`config.mk`:
```
export PLATFORM = sky130hd
export DESIGN_NAME = pe_step
export DESIGN_NICKNAME = d
export VERILOG_FILES = /design/src/sv/pe_pkg.sv /design/src/sv/pe_step.sv
export SDC_FILE = /design/constraint.sdc
export NUM_CORES = 2
export LEC_CHECK = 0
export BUFFER_PORTS_ARGS = -buffer_cell sky130_fd_sc_hd__buf_4
export CORE_MARGIN = 1.5
export CORE_UTILIZATION = 55
export CTS_BUF_LIST = sky130_fd_sc_hd__clkbuf_8
export DETAILED_ROUTE_END_ITERATION = 10
export GPL_ROUTABILITY_DRIVEN = 0
export PLACE_DENSITY = 0.79
export SETUP_SLACK_MARGIN = 0.1
export SYNTH_ARGS = -nofsm -noshare
export SYNTH_HDL_FRONTEND = slang
export SYNTH_SLANG_ARGS = --single-unit
```
`constraint.sdc`:
```
create_clock -name clk -period 9.99 [get_ports clk]
set_clock_uncertainty 0.15 [all_clocks]
set_input_delay 0.999 -clock clk [delete_from_list [all_inputs] [get_ports clk]]
set_output_delay 0.999 -clock clk [all_outputs]
set_load 0.02 [all_outputs]
```
`src/sv/pe_pkg.sv`:
```
// ----------------------------------------------------------------------------
// pe_pkg
// Shared types and constants of the polynomial evaluator.
// ----------------------------------------------------------------------------
`default_nettype none

package pe_pkg;

  localparam int NUM_REGS   = 8;
  localparam int REG_IDX_W  = 3;
  localparam int CFG_IDX_W  = 4;
  localparam int X_W        = 16;
  localparam int ACC_W      = 32;
  localparam int PROD_W     = ACC_W + X_W;
  localparam int FRAC_SHIFT = 8;
  localparam int SUM_W      = PROD_W - FRAC_SHIFT + 2;

  localparam logic signed [SUM_W-1:0] SAT_MAX = SUM_W'(64'sh7FFF_FFFF);
  localparam logic signed [SUM_W-1:0] SAT_MIN = -SUM_W'(64'sh8000_0000);

  // Horner accumulator with the point and the sticky saturation flag.
  typedef struct packed {
    logic signed [ACC_W-1:0] acc;
    logic signed [X_W-1:0]   x;
    logic                    ovf;
  } pe_item_t;

endpackage

`default_nettype wire

```
`src/sv/pe_step.sv`:
```
// ----------------------------------------------------------------------------
// pe_step
// One Horner step in two stages: multiply by x, then round, add and saturate.
// ----------------------------------------------------------------------------
`default_nettype none

module pe_step import pe_pkg::*; (
  input  wire logic                    clk,
  input  wire logic                    rst,
  input  wire logic                    in_valid,
  output logic                         in_ready,
  input  wire pe_item_t                in_item,
  input  wire logic signed [ACC_W-1:0] coeff,
  output logic                         out_valid,
  input  wire logic                    out_ready,
  output pe_item_t                     out_item
);

  logic                     m_valid;
  logic signed [PROD_W-1:0] m_prod;
  logic signed [X_W-1:0]    m_x;
  logic                     m_ovf;
  logic                     m_en;
  logic                     a_en;

  logic signed [PROD_W:0]   rnd;
  logic signed [SUM_W-1:0]  sum;
  logic                     sat_hi;
  logic                     sat_lo;
  pe_item_t                 a_next;

  assign a_en     = !out_valid || out_ready;
  assign m_en     = !m_valid || a_en;
  assign in_ready = m_en;

  // multiply stage
  always_ff @(posedge clk) begin
    if (rst) begin
      m_valid <= 1'b0;
    end else if (m_en) begin
      m_valid <= in_valid;
    end
    if (m_en && in_valid) begin
      m_prod <= PROD_W'(in_item.acc) * PROD_W'(in_item.x);
      m_x    <= in_item.x;
      m_ovf  <= in_item.ovf;
    end
  end

  // round half up, floor by arithmetic shift, add the coefficient, clamp
  always_comb begin
    rnd    = (PROD_W+1)'(m_prod) + (PROD_W+1)'(1 << (FRAC_SHIFT - 1));
    sum    = SUM_W'(rnd >>> FRAC_SHIFT) + SUM_W'(coeff);
    sat_hi = sum > SAT_MAX;
    sat_lo = sum < SAT_MIN;
    a_next.x   = m_x;
    a_next.ovf = m_ovf || sat_hi || sat_lo;
    if (sat_hi) begin
      a_next.acc = ACC_W'(SAT_MAX);
    end else if (sat_lo) begin
      a_next.acc = ACC_W'(SAT_MIN);
    end else begin
      a_next.acc = ACC_W'(sum);
    end
  end

  always_ff @(posedge clk) begin
    if (rst) begin
      out_valid <= 1'b0;
    end else if (a_en) begin
      out_valid <= m_valid;
    end
    if (a_en && m_valid) begin
      out_item <= a_next;
    end
  end

endmodule

`default_nettype wire

```
==> summary.txt <==
Routing
  • Vias per std cell: 5.57
  • Routed wire length: 58300 microns
  • Iteration-0 DRC Markers: 1345
  • First-pass iteration count of the detailed router: 6
  • Drt wl/cell: 18.0 microns
  • Post-route antenna net violation count: 0
  • Number of remaining DRC errors: 0
  • DR vias: 18000

Layout
  • Area occupied by multi-input gates: 18200 sq um
  • Post-route non-filler standard cell count: 3235
  • Layout filler cell count: 3601
  • Area growth from synthesis to layout: 6.61%
  • Commonest non-fill, non-tap cell in the layout: sky130_fd_sc_hd__inv_1
  • Final layout net count: 3369
  • Total area of sequential cells: 3250 sq um
  • Layout cell share with drive strength beyond 1: 6.30%
  • Commonest cells after routing, fill and taps aside: sky130_fd_sc_hd__inv_1 (573), sky130_fd_sc_hd__fa_1 (486), sky130_fd_sc_hd__nand2_1 (343), sky130_fd_sc_hd__and2_1 (206), sky130_fd_sc_hd__ha_1 (153)
  • Final core area utilization: 59.4%
  • Antenna fix cells: 0

Clocking
  • Resized cells post-CTS: 0
  • Number of clock sinks: 109
  • Root cell of the clock tree: sky130_fd_sc_hd__clkbuf_8
  • Hold-fix buffers at CTS: 0
  • CTS H-Tree Depth: 3
  • CTS tree: done
  • TritonCTS buffer count: 9
  • Clock Tree Buf Depth: 2
  • Post-CTS repair timing setup buffer count: 0
  • Clock-pin slew reported for the worst setup and hold paths after clock tree synthesis: 110 ps
  • Clock latency reported for the late side of the worst-skew pair: 410 ps

Synth
  • Primary flip-flop cell chosen by synthesis mapping: sky130_fd_sc_hd__edfxtp_1
  • Number of flops mapped to enable cells by yosys: 107
  • Mean Syn Cell Area: 9.24 sq um
  • Share of the yosys chip area belonging to registers: 13.6%
  • Post-Syn Nets: 3320
  • Distinct cell type count of the synthesized netlist: 66
  • Netlist area before placement: 24000 sq um
  • Number of register bits inferred by synthesis: 109
  • Synthesized instance count: 2596
  • Fraction of registers with async set/reset: 0%
  • Ys Warns: 0

Outcome
  • Outcome: finished clean

Floorplan
  • Area inside the core boundary: 43100 sq um
  • Initial core utilization: 55.7%
  • Die Span Y: 212 microns
  • Total number of placement rows: 76
  • I/O pin total: 136
  • Overall die width: 212 microns
  • Total Die Area: 44900 sq um

GRT
  • Total global routing track utilization: 27.1%
  • Wire length of the first global-routing pass: 95300 microns
  • Remaining Overflow, GRT: 0
  • Via count of the first global-routing pass: 19100
  • Maximum number of pins on one net before global-route repair: 59
  • Initial antenna violation count: 0

Setup path
  • Max Fanout on Critical Path: 18
  • Endpoint of the most critical register-to-register path: out_item[19]
  • Worst Path Class, Setup: in2reg
  • Critical path endpoint category: flop
  • Startpoint of the most critical register-to-register path: m_prod[9]
  • Critical path required time: 10020 ps
  • Worst reg-to-reg setup slack: 3110 ps
  • R2R cell count: 22
  • Arr. time, crit path: 8030 ps
  • Critical Path Source Type: input pin

Timing
  • WHS: 275 ps
  • Post-layout min period: 8000 ps
  • Setup TNS Final: 0 ps
  • Slew Limit Fails: 0
  • Worst-margin pin slew: 1120 ps
  • Maximum clock rate: 125 MHz
  • Share of the clock period used by the worst path: 80.1%
  • Number of failing setup endpoints in the final timing report: 0
  • RSZ-0062 raised after global routing: no
  • Hold Fails Final Rpt: 0
  • Relative slew slack: 24.8%

Flow run
  • Reported max-cap violation count: 0

Placed design
  • Placed instance count: 3219
  • Detailed placer's ending HPWL: 47000 microns
  • Number of input and output port buffers inserted: 135

Hold path
  • WHS Path Cells: 0
  • Path category of the worst min-delay check: reg2reg
  • Hold path startpoint: m_x[2]
  • Hold worst-path end: out_item[3]
[how the worst max path moves through the flow]
stage                           start  cells after the start          to  slack, ps
after floorplan           in_item[16]                     24  m_prod[43]       2540
after global placement    in_item[16]                     23  m_prod[43]       1820
after detailed placement  in_item[16]                     23  m_prod[43]       1610
after CTS                 in_item[16]                     23  m_prod[43]       2070
after global routing      in_item[16]                     23  m_prod[43]       1640
final                     in_item[16]                     23  m_prod[43]       1990
[sequential cells by signal, indices dropped and copies added, names as in the netlist]
signal and cells:
m_prod 41, m_valid 1, out_valid 1, m_ovf 1, out_item 49, m_x 16
[cells by family (layout without fill, tap and decap cells)]
kind of cell,Yosys count,after routing,share of synthesized area (%)
multiplexers,2,2,0.0835
adder cells (fa/ha/maj),639,639,48.5
XOR/XNOR,121,121,4.42
buffers and inverters,674,728,10.6
AND/OR/NAND/NOR,788,788,16.0
AO/OA/AOI/OAI,263,263,6.83
flip-flops,109,109,13.6
[cells in the mapped netlist (7+ instances only)]
library cell | n | area (sq um)
sky130_fd_sc_hd__nor2_1 | 96 | 360
sky130_fd_sc_hd__and3_1 | 16 | 100
sky130_fd_sc_hd__o21ai_1 | 22 | 110
sky130_fd_sc_hd__nand2_1 | 343 | 1290
sky130_fd_sc_hd__ha_1 | 153 | 1910
sky130_fd_sc_hd__nand3_1 | 30 | 150
sky130_fd_sc_hd__clkbuf_1 | 97 | 364
sky130_fd_sc_hd__a21oi_1 | 87 | 435
sky130_fd_sc_hd__nor3_1 | 14 | 70.1
sky130_fd_sc_hd__and2_1 | 207 | 1290
sky130_fd_sc_hd__o21bai_1 | 10 | 75.1
sky130_fd_sc_hd__and4_1 | 9 | 78.8
sky130_fd_sc_hd__nor2b_1 | 11 | 68.8
sky130_fd_sc_hd__xnor2_1 | 82 | 718
sky130_fd_sc_hd__a211oi_1 | 7 | 52.6
sky130_fd_sc_hd__nand2b_1 | 9 | 56.3
sky130_fd_sc_hd__o21a_1 | 8 | 60.1
sky130_fd_sc_hd__edfxtp_1 | 107 | 3210
sky130_fd_sc_hd__fa_1 | 486 | 9730
sky130_fd_sc_hd__a21o_1 | 39 | 293
sky130_fd_sc_hd__inv_1 | 573 | 2150
sky130_fd_sc_hd__xor2_1 | 39 | 342
sky130_fd_sc_hd__o21ai_0 | 45 | 225
sky130_fd_sc_hd__nand4_1 | 26 | 163
[cell type report]
cell class | count | share of cell area [%]
clock buffers | 9 | 0.484
clock inverters | 7 | 0.245
inverters | 574 | 8.43
multi-input cells | 1813 | 71.2
flip-flops and latches | 109 | 12.7
well taps | 585 | 2.86
repair buffers | 138 | 4.05
[through the flow]
stage          worst slack, ps  instance area (sq um)
2_1_floorplan             2540                  24000
3_3_place_gp              1820                  25400
3_5_place_dp              1610                  25400
4_1_cts                   2070                  25600
5_1_grt                   1640                  25600
6_report                  1990                  25600
[critical path, stage by stage]
cell and delay, ps:
sky130_fd_sc_hd__buf_4 150, sky130_fd_sc_hd__inv_1 600, sky130_fd_sc_hd__nor2_1 150, sky130_fd_sc_hd__fa_1 540, sky130_fd_sc_hd__fa_1 430, sky130_fd_sc_hd__fa_1 510
sky130_fd_sc_hd__fa_1 430, sky130_fd_sc_hd__fa_1 530, sky130_fd_sc_hd__inv_1 60, sky130_fd_sc_hd__fa_1 480, sky130_fd_sc_hd__inv_1 50, sky130_fd_sc_hd__ha_1 350
sky130_fd_sc_hd__a21o_1 190, sky130_fd_sc_hd__a21oi_1 220, sky130_fd_sc_hd__o22ai_1 120, sky130_fd_sc_hd__a2111oi_0 540, sky130_fd_sc_hd__o21ai_0 160, sky130_fd_sc_hd__o21ai_0 480
sky130_fd_sc_hd__o21bai_1 200, sky130_fd_sc_hd__a21oi_1 320, sky130_fd_sc_hd__o21ai_0 190, sky130_fd_sc_hd__a211oi_1 260, sky130_fd_sc_hd__nor2_1 60
[routing by layer]
metal | up-vias | GRT usage (%) | share of wire (%)
met2 | 875 | 45.5 | 48
met3 | 127 | 6.65 | 10
li1 | 8010 | - | -
met1 | 9006 | 34.9 | 40
met5 | - | 0 | 0
met4 | 0 | 7.88 | 2.3
Power is not shown: default switching activity piles up to over one toggle a cycle in this logic, so the estimate is an artifact.
